[src/rtl/lkvc_pkg.sv]
`timescale 1ns / 1ps
package lkvc_pkg;

    localparam int unsigned ENTRIES_DEF = 16;
    localparam int unsigned KEY_W = 64;
    localparam int unsigned VAL_W = 64;
    localparam int unsigned CAP_W = 5;
    localparam logic [CAP_W-1:0] CAP_RESET = CAP_W'(16);

    localparam logic OP_GET = 1'b0;
    localparam logic OP_SET = 1'b1;

    localparam logic REG_CAPACITY = 1'b0;

    typedef enum logic [1:0] {
        ST_IDLE,
        ST_CMP,
        ST_UPD
    } t_state;

    typedef struct packed {
        logic             opcode;
        logic [KEY_W-1:0] key;
        logic [VAL_W-1:0] value;
    } t_req;

    typedef struct packed {
        logic             found;
        logic [VAL_W-1:0] read_value;
    } t_rsp;

    typedef struct packed {
        logic             valid;
        logic [KEY_W-1:0] key;
        logic [VAL_W-1:0] value;
    } t_data;

    typedef struct packed {
        logic cmp;
        logic upd_hit;
        logic upd_ins;
    } t_ctl;

endpackage

[src/rtl/lkvc_cell.sv]
`timescale 1ns / 1ps
module lkvc_cell #(
    parameter int unsigned IDX = 0,
    parameter int unsigned FW  = 5
) (
    input  logic                      i_clk,
    input  logic                      i_rst_n,
    input  lkvc_pkg::t_ctl            i_ctl,
    input  logic [lkvc_pkg::KEY_W-1:0] i_key,
    input  logic [FW-1:0]             i_lim,
    input  lkvc_pkg::t_data           i_prev,
    output lkvc_pkg::t_data           o_data,
    input  logic                      i_seen,
    output logic                      o_seen,
    input  logic [lkvc_pkg::VAL_W-1:0] i_acc,
    output logic [lkvc_pkg::VAL_W-1:0] o_acc
);

    logic                       r_valid;
    logic [lkvc_pkg::KEY_W-1:0] r_key;
    logic [lkvc_pkg::VAL_W-1:0] r_value;
    logic                       r_hit;
    logic                       w_load;

    always_comb begin
        if (i_ctl.upd_hit) begin
            w_load = !i_seen;
        end else begin
            w_load = i_ctl.upd_ins && (FW'(IDX) < i_lim);
        end
    end

    always_ff @(posedge i_clk) begin
        if (!i_rst_n) begin
            r_valid <= 1'b0;
            r_hit   <= 1'b0;
        end else begin
            if (i_ctl.cmp) begin
                r_hit <= r_valid && (r_key == i_key);
            end
            if (w_load) begin
                r_valid <= i_prev.valid;
            end
        end
    end

    always_ff @(posedge i_clk) begin
        if (w_load) begin
            r_key   <= i_prev.key;
            r_value <= i_prev.value;
        end
    end

    assign o_data.valid = r_valid;
    assign o_data.key   = r_key;
    assign o_data.value = r_value;
    assign o_seen       = i_seen | r_hit;
    assign o_acc        = i_acc | (r_hit ? r_value : '0);

endmodule

[src/rtl/lru_key_value_cache.sv]
`timescale 1ns / 1ps
// Fully associative key-value cache with least-recently-used replacement, kept as a
// row of cells ordered by recency (cell 0 most recent). A transaction is taken when
// start is high and busy is low; busy then stays high while the row compares the key
// in every cell (ST_CMP) and then, on a hit or a SET, shifts toward the back up to the
// hit or insertion point (ST_UPD). The result appears on o_result with o_done high for
// exactly one cycle, in the first cycle in which busy is low again; the receiver
// cannot stall it and must take it then. Capacity is written through the APB port at
// address 0 and should only change while busy is low.
module lru_key_value_cache #(
    parameter int unsigned ENTRIES = lkvc_pkg::ENTRIES_DEF
) (
    input  logic                  i_clk,
    input  logic                  i_rst_n,
    input  logic                  start,
    output logic                  busy,
    input  lkvc_pkg::t_req        i_req,
    output logic                  o_done,
    output lkvc_pkg::t_rsp        o_result,
    input  logic                  psel,
    input  logic                  penable,
    input  logic                  pwrite,
    input  logic [2:0]            paddr,
    input  logic [31:0]           pwdata,
    output logic [31:0]           prdata,
    output logic                  pready
);

    localparam int unsigned FW = $clog2(ENTRIES + 1);
    localparam int unsigned CW = (FW > lkvc_pkg::CAP_W) ? FW : lkvc_pkg::CAP_W;

    lkvc_pkg::t_state            r_state;
    lkvc_pkg::t_state            n_state;
    lkvc_pkg::t_req              r_req;
    lkvc_pkg::t_rsp              r_rsp;
    lkvc_pkg::t_rsp              n_rsp;
    logic                        r_done;
    logic [lkvc_pkg::CAP_W-1:0]  r_capacity;
    logic [FW-1:0]               r_fill;
    logic [FW-1:0]               n_fill;
    logic [CW-1:0]               w_cap_eff;
    logic                        w_evict;
    logic [FW-1:0]               w_lim;
    logic                        w_found;
    lkvc_pkg::t_ctl              w_ctl;
    logic                        w_accept;

    lkvc_pkg::t_data             w_data [ENTRIES+1];
    logic                        w_seen [ENTRIES+1];
    logic [lkvc_pkg::VAL_W-1:0]  w_acc  [ENTRIES+1];

    assign w_accept = start && !busy;
    assign busy     = (r_state != lkvc_pkg::ST_IDLE);
    assign w_found  = w_seen[ENTRIES];

    always_comb begin
        w_cap_eff = CW'(r_capacity);
        if (w_cap_eff == '0) begin
            w_cap_eff = CW'(1);
        end else if (w_cap_eff > CW'(ENTRIES)) begin
            w_cap_eff = CW'(ENTRIES);
        end
    end

    assign w_evict = (CW'(r_fill) >= w_cap_eff);
    assign w_lim   = w_evict ? r_fill : r_fill + 1'b1;

    always_comb begin
        n_state = r_state;
        unique case (r_state)
            lkvc_pkg::ST_IDLE: begin
                if (start) begin
                    n_state = lkvc_pkg::ST_CMP;
                end
            end
            lkvc_pkg::ST_CMP: n_state = lkvc_pkg::ST_UPD;
            lkvc_pkg::ST_UPD: n_state = lkvc_pkg::ST_IDLE;
            default:          n_state = lkvc_pkg::ST_IDLE;
        endcase
    end

    always_comb begin
        w_ctl   = '0;
        n_fill  = r_fill;
        n_rsp.found      = w_found;
        n_rsp.read_value = (r_req.opcode == lkvc_pkg::OP_GET && w_found) ?
                           w_acc[ENTRIES] : '0;
        unique case (r_state)
            lkvc_pkg::ST_CMP: w_ctl.cmp = 1'b1;
            lkvc_pkg::ST_UPD: begin
                w_ctl.upd_hit = w_found;
                w_ctl.upd_ins = !w_found && (r_req.opcode == lkvc_pkg::OP_SET);
                if (w_ctl.upd_ins && !w_evict) begin
                    n_fill = r_fill + 1'b1;
                end
            end
            default: ;
        endcase
    end

    always_ff @(posedge i_clk) begin
        if (!i_rst_n) begin
            r_state    <= lkvc_pkg::ST_IDLE;
            r_done     <= 1'b0;
            r_fill     <= '0;
            r_capacity <= lkvc_pkg::CAP_RESET;
        end else begin
            r_state <= n_state;
            r_done  <= (r_state == lkvc_pkg::ST_UPD);
            r_fill  <= n_fill;
            if (psel && penable && pwrite && pready && paddr[2] == lkvc_pkg::REG_CAPACITY) begin
                r_capacity <= pwdata[lkvc_pkg::CAP_W-1:0];
            end
        end
    end

    always_ff @(posedge i_clk) begin
        if (w_accept) begin
            r_req <= i_req;
        end
        if (r_state == lkvc_pkg::ST_UPD) begin
            r_rsp <= n_rsp;
        end
    end

    assign o_done   = r_done;
    assign o_result = r_rsp;
    assign pready   = 1'b1;
    assign prdata   = (paddr[2] == lkvc_pkg::REG_CAPACITY) ?
                      {{(32 - lkvc_pkg::CAP_W){1'b0}}, r_capacity} : '0;

    assign w_data[0].valid = 1'b1;
    assign w_data[0].key   = r_req.key;
    assign w_data[0].value = (r_req.opcode == lkvc_pkg::OP_SET) ? r_req.value : w_acc[ENTRIES];
    assign w_seen[0]       = 1'b0;
    assign w_acc[0]        = '0;

    for (genvar g = 0; g < ENTRIES; g++) begin : g_cell
        lkvc_cell #(
            .IDX (g),
            .FW  (FW)
        ) u_cell (
            .i_clk   (i_clk),
            .i_rst_n (i_rst_n),
            .i_ctl   (w_ctl),
            .i_key   (r_req.key),
            .i_lim   (w_lim),
            .i_prev  (w_data[g]),
            .o_data  (w_data[g+1]),
            .i_seen  (w_seen[g]),
            .o_seen  (w_seen[g+1]),
            .i_acc   (w_acc[g]),
            .o_acc   (w_acc[g+1])
        );
    end

endmodule

[config.mk]
export PLATFORM = sky130hd
export DESIGN_NAME = lru_key_value_cache
export DESIGN_NICKNAME = d
export VERILOG_FILES = /design/src/rtl/lkvc_pkg.sv /design/src/rtl/lkvc_cell.sv /design/src/rtl/lru_key_value_cache.sv
export SDC_FILE = /design/constraint.sdc
export NUM_CORES = 2
export LEC_CHECK = 0
export BUFFER_PORTS_ARGS = -buffer_cell sky130_fd_sc_hd__clkbuf_2
export CAP_MARGIN = 20
export CORE_MARGIN = 2
export CORE_UTILIZATION = 45
export CTS_CLUSTER_DIAMETER = 30
export DETAILED_ROUTE_END_ITERATION = 7
export PLACE_DENSITY_LB_ADDON = 0.3
export SYNTH_ARGS = -nofsm -noshare
export SYNTH_HDL_FRONTEND = slang
export SYNTH_SLANG_ARGS = --single-unit
[constraint.sdc]
create_clock -name i_clk -period 24.1 [get_ports i_clk]
set_clock_uncertainty 0.15 [all_clocks]
set_input_delay 4.82 -clock i_clk [delete_from_list [all_inputs] [get_ports i_clk]]
set_output_delay 4.82 -clock i_clk [all_outputs]
set_load 0.005 [all_outputs]
Word-level counts from Yosys, hierarchy flattened
Cells that the tools add are included.
- add/sub/neg operators: 1
- order comparisons: 18
- eq/ne operators: 19
- multiplexer cells: 41
- bitwise logic cells: 32
- reduce and logical (&&, ||, !) cells: 61
- operators with widths (kind ; number):
    64-bit two-way mux ; 17
    64-bit equality test ; 16
    64-bit OR ; 15
    4-bit by 5-bit < comparator with 1-bit output (first input constant) ; 8
    1-bit logical AND ; 39
    3-bit by 5-bit < comparator with 1-bit output (first input constant) ; 4
    5-bit two-way mux ; 4
    1-bit zero test ; 18
    1-bit two-way mux ; 17
    1-bit OR ; 15
    1-bit by 5-bit < comparator with 1-bit output (first input constant) ; 2
    2-bit by 5-bit < comparator with 1-bit output (first input constant) ; 2
    5-bit by 1-bit adder with 5-bit output (second input constant) ; 1
    5-bit greater-or-equal comparator ; 1
    5-bit greater-than comparator (second input constant) ; 1
    5-bit zero test ; 1
    2-bit two-way mux ; 2
    2-bit case mux with 2 select lines ; 1
    2-bit by 1-bit equality test with 1-bit output (second input constant) ; 1
    2-bit equality test (second input constant) ; 1
    2-bit zero test ; 1
    2-bit != test (second input constant) ; 1
    1-bit inverter ; 2
    2-bit AND reduction ; 1
    2-bit nonzero test ; 1
- bits in registers: 2287
- input port bits: 170
- output and inout port bits: 100
- word-level logic and storage cells: 245

Longest topological paths before layout
- word-level depth: 20
- mapped depth: 11
- depth with buffers taken out: 11

Hierarchy
From an unflattened synthesis, not the netlist that was laid out.
- cell total of the unflattened synthesis: 5405
- area, all modules: 91485.2 um2
- by module, submodules not included (module ; instances ; cells an instance ; area each (um2) ; sequential area each (um2)):
    lru_key_value_cache ; 1 ; 461 ; 8052.7 ; 6085.8
    lkvc_cell at g_cell[10].u_cell ; 1 ; 315 ; 5295.1 ; 3883.7
    lkvc_cell at g_cell[2].u_cell ; 1 ; 312 ; 5266.3 ; 3883.7
    lkvc_cell at g_cell[9].u_cell ; 1 ; 317 ; 5250.0 ; 3883.7
    lkvc_cell at g_cell[5].u_cell ; 1 ; 317 ; 5245.0 ; 3883.7
    lkvc_cell at g_cell[7].u_cell ; 1 ; 315 ; 5233.8 ; 3883.7
    lkvc_cell at g_cell[11].u_cell ; 1 ; 316 ; 5223.8 ; 3883.7
    lkvc_cell at g_cell[3].u_cell ; 1 ; 310 ; 5223.8 ; 3883.7
    lkvc_cell at g_cell[4].u_cell ; 1 ; 313 ; 5218.8 ; 3883.7
    lkvc_cell at g_cell[0].u_cell ; 1 ; 312 ; 5211.2 ; 3883.7
    lkvc_cell at g_cell[13].u_cell ; 1 ; 309 ; 5210.0 ; 3883.7
    lkvc_cell at g_cell[14].u_cell ; 1 ; 303 ; 5183.7 ; 3883.7
    lkvc_cell at g_cell[15].u_cell ; 1 ; 303 ; 5181.2 ; 3883.7
    lkvc_cell at g_cell[12].u_cell ; 1 ; 299 ; 5175.0 ; 3883.7
    3 more rows ; n/a ; n/a ; n/a ; n/a

Worst setup path before layout
Ideal clock, no wire load.
- path type: register to register
- start point: register r_state[0]
- end point: register g_cell[1].u_cell.r_key[0] (netlist name) (enable)
- setup time: 0.792 ns
- arrival: 11.587 ns
- data required time: 23.158 ns
- path slack: 11.571 ns
- stages on the path, launching flop included: 8
- buffers on the path: 2
- period minus slack after synthesis: 12.529 ns
- cell sequence: dfxtp_1 > nand2b_1 > buf_2 > inv_1 > nand2_1 > or3_1 > buf_2 > o21ai_0
- longest elaborated chain between the ends: 4
- ends and longest elaborated chain (element ; RTL line ; source):
    start, declared ; lru_key_value_cache.sv:32 ; lkvc_pkg::t_state r_state;
    start signal, assigned ; lru_key_value_cache.sv:103 ; r_state <= lkvc_pkg::ST_IDLE;
    start signal, assigned ; lru_key_value_cache.sv:108 ; r_state <= n_state;
    2-bit equality test * ; lru_key_value_cache.sv:88 ; unique case (r_state)
    2-bit two-way mux * ; lru_key_value_cache.sv:88 ;
    1-bit logical AND ; lkvc_cell.sv:29 ; w_load = i_ctl.upd_ins && (FW'(IDX) < i_lim);
    1-bit two-way mux * ; lkvc_cell.sv:26 ; if (i_ctl.upd_hit) begin
    net g_cell[1].u_cell.w_load ; lkvc_cell.sv:23 ; logic w_load;
    end signal, assigned ; lkvc_cell.sv:49 ; r_key <= i_prev.key;
    end, declared ; lkvc_cell.sv:20 ; logic [lkvc_pkg::KEY_W-1:0] r_key;
The timed path passes the listed nets; every way through them passes the cells marked *.
A chain may end at the register's enable or synchronous reset.

Final worst setup path
- start point: input port paddr[2]
- end point: output port prdata[3]
- longest elaborated chain between the ends: 1
- ends and longest elaborated chain (element ; RTL line ; source):
    start, declared ; lru_key_value_cache.sv:23 ; input logic [2:0] paddr,
    5-bit two-way mux ; lru_key_value_cache.sv:129 ; assign prdata = (paddr[2] == lkvc_pkg::REG_CAPACITY) ?
    end, declared ; lru_key_value_cache.sv:25 ; output logic [31:0] prdata,
Every way passes these cells.

==> impl_metrics.py <==
metrics = {
    "timing": {
        "timing.slew.headroom_pct": 16.3,
        "rsz0062_at_grt": "no",
        "setup_ws_ns": 13.94,
        "hold_viol_final": 0,
        "final-max-slew-violation-count": 0,
        "fin_crit_sh_pct": 42.2,
        "setup_violations": 0,
        "tns_ns": 0,
        "tightest_slew_ns": 1.24,
        "fmax_mhz": 98.4,
        "layout_min_cycle_time_ns": 10.16,
    },
    "floorplanning": {
        "row_count": 162,
        "core-area_mm2": 0.195,
        "start_util_pct": 45.4,
        "die_height_um": 448,
        "die_x_um": 448,
        "die-area_mm2": 0.201,
        "io_pins": 270,
    },
    "cells_and_area": {
        "instances_no_fill": 8644,
        "area_growth_syn_to_layout_pct": 21.7,
        "drive_above_1_share_pct": 18.3,
        "utilization_pct": 55.2,
        "fillers": 15300,
        "final_nets": 5831,
    },
    "clock_network": {
        "root_buffer": "clkbuf_16",
        "cts_inserted_buffers": 444,
        "cts_hold_buf": 0,
        "cts_tree": "yes",
        "insertion_delay_ns": 1.00,
        "clkSinkCount": 2287,
        "cts_htree_levels": 5,
        "cts_max_path_buffers": 4,
        "path_clk_slew_ns": 0.05,
        "cts_resized": 0,
        "cts_setup_buffers": 0,
    },
    "pwr": {
        "p_sw_share_pct": 20.8,
        "leakagePower_nw": 36.1,
        "combPwrFrac_pct": 2.5,
        "p_seq_share_pct": 40.7,
        "power.switching_mw": 2.23,
        "intPower_mw": 8.48,
        "power.density_mw_per_mm2": 99.2,
        "p_clk_share_pct": 56.8,
        "ir_drop_mv": 0.0707,
    },
    "global_route": {
        "grt_pass1_vias": 50700,
        "grt_first_pass_wirelength_mm": 363,
        "grt_usage_pct": 25.4,
        "gr-total-overflow": 0,
        "antenna_found_initial": 5,
        "grt_start_max_net_pins": 130,
    },
    "logic_synthesis": {
        "muxShareOfSynthArea_pct": 0.894,
        "synth_top_family_by_area": "XOR/XNOR gates",
        "synthAdderAreaFrac_pct": 0.0846,
        "ys_types": 76,
        "ys_dominant_reg_cell": "edfxtp_1",
        "synth_cells": 5153,
        "yosysWarnings": 0,
        "yosys.area_share.simple_pct": 4.51,
        "avgSynthCellArea_um2": 17.2,
        "ys_seq_area_share_pct": 76.9,
        "synth_compound_area_share_pct": 5.60,
        "synthesis.area_mm2": 0.0887,
        "async_reset_ff_share_pct": 0,
        "synth_xor_area_share_pct": 10.1,
        "yosysTopAreaCell": "edfxtp_1",
        "synth_edf_count": 2242,
        "synth_top_area_share_pct": 75.9,
        "synth.area.top_cells": "edfxtp_1 76%, xor2_1 5.5%, xnor2_1 4.6%, a22oi_1 2.2%, a221oi_1 1.3%",
        "yosys_register_bits": 2287,
    },
    "worst_setup_path": {
        "path_max_fanout": 6,
        "crit_type": "input pin to primary output",
        "required_ns": 19.13,
        "endpoint_kind": "primary output",
        "crit_path_start_kind": "input pin",
        "r2r-start": "r_capacity[4]",
        "r2r_setup_slack_ns": 19.04,
        "cp.arrival_ns": 5.19,
        "startpoint": "paddr[2]",
    },
    "place": {
        "post-dp-hpwl_mm": 159,
        "place.gp.congestion": 0.945,
        "dp_cells": 7833,
        "port_buffers": 212,
        "dp_slack_ns": 13.93,
    },
    "routing": {
        "drc": 0,
        "wl_mm": 257,
        "vias": 49900,
        "wl_per_cell_um": 29.7,
        "first_pass_iters": 5,
        "vias_per_cell": 5.77,
        "dr.first_iter.drc_count": 5930,
        "antenna_left": 0,
    },
    "run": {
        "cap_violations": 0,
    },
    "min_path": {
        "holdCritStartpoint": "g_cell[0].u_cell.r_key[6]",
        "hold_class": "flop to flop",
    },
    "status": {
        "outcome": "finished, final reports clean",
    },
}
## cells by family after synthesis
family                   count (synthesis)
flip-flops                            2287
adder cells (fa/ha/maj)                  6
XOR/XNOR                              1021
AO/OA/AOI/OAI                          622
buffers and inverters                  391
AND/OR/NAND/NOR                        745
multiplexers                            79
other                                    2
## power by group through the flow
stage          registers, mW  logic (mW)  clock network, mW
5_1_grt                 4.35       0.280               6.34
3_3_place_gp            4.43       0.264                  0
2_1_floorplan           4.43       0.154                  0
6_report                4.36       0.266               6.09
3_5_place_dp            4.43       0.266                  0
4_1_cts                 4.36       0.267               6.14
## registers in the layout, indices dropped and copies added, names as in the netlist
name                   cells
r_req                    129
o_done                     1
o_result                  65
r_capacity                 5
g_cell.u_cell.r_key     1024
r_state                    2
g_cell.u_cell.r_value   1024
g_cell.u_cell.r_valid     16
g_cell.u_cell.r_hit       16
r_fill                     5
## per-stage QoR
stage / hold WS (ns) / cell area (um^2) / total power [mW]
finish: 0.246 / 108000 / 10.7
CTS: 0.241 / 108000 / 10.8
floorplan: 0.271 / 88800 / 4.59
global placement: 0.278 / 93000 / 4.69
detailed placement: 0.283 / 93000 / 4.70
global route: 0.263 / 108000 / 11.0
## cells in the mapped netlist, types with 45 or more instances
| cell | n |
|---|---|
| a221oi_1 | 131 |
| a22o_1 | 128 |
| a22oi_1 | 257 |
| buf_2 | 75 |
| clkbuf_1 | 168 |
| dfxtp_1 | 45 |
| edfxtp_1 | 2242 |
| inv_1 | 84 |
| mux2i_1 | 77 |
| nand3_1 | 162 |
| nand4_1 | 140 |
| nor2_1 | 174 |
| nor4_1 | 170 |
| xnor2_1 | 463 |
| xor2_1 | 557 |
## final cells by class
class	count	area (um^2)	share of cell area, %
antenna	1	2.50	0.00232
clock inverter	310	3450	3.20
timing repair buffer	335	2030	1.89
sequential	2287	68300	63.3
tap	2624	3280	3.04
clock buffer	500	11500	10.6
multi-input combinational	2501	19100	17.7
inverter	86	325	0.301
## critical path, stage by stage
cell and delay [ns]:
clkbuf_2 0.12, nor2b_1 0.12, clkbuf_2 0.13
## layer usage
metal,up-vias,wire length (um),GRT usage (%)
met5,-,21,0
met4,4,13000,12.9
met3,531,22700,5.20
met2,2921,120000,40.1
met1,25300,101000,33.3
li1,21100,-,-
## placed cells by master, fill, tap and decap left out, types with 13 or more instances in the layout
| cell type | instances |
|---|---|
| edfxtp_1 | 2242 |
| bufinv_16 | 60 |
| mux2i_1 | 77 |
| clkinv_4 | 40 |
| clkinvlp_4 | 47 |
| xor2_1 | 557 |
| inv_1 | 83 |
| a221oi_1 | 131 |
| nand2_1 | 29 |
| dfxtp_4 | 16 |
| clkbuf_1 | 46 |
| clkinv_2 | 74 |
| dfxtp_1 | 29 |
| nor4_1 | 170 |
| clkinv_1 | 55 |
| xnor2_1 | 463 |
| nand3_1 | 162 |
| a21oi_1 | 20 |
| clkbuf_16 | 449 |
| buf_4 | 119 |
| a22o_1 | 128 |
| clkbuf_2 | 212 |
| nor2_1 | 173 |
| inv_6 | 28 |
| a22oi_1 | 257 |
| nand4_1 | 140 |
| a32oi_1 | 13 |
| nor3_1 | 21 |
| conb_1 | 28 |
## final timing paths
check,endpoint,cells past startpoint
worst max-delay path,prdata[3],3
worst min-delay path,g_cell[1].u_cell.r_key[6],0
worst max register to register,g_cell[12].u_cell.r_value[63],11
worst min register to register,g_cell[1].u_cell.r_key[6],0
Power figures use the tool's default switching activity.
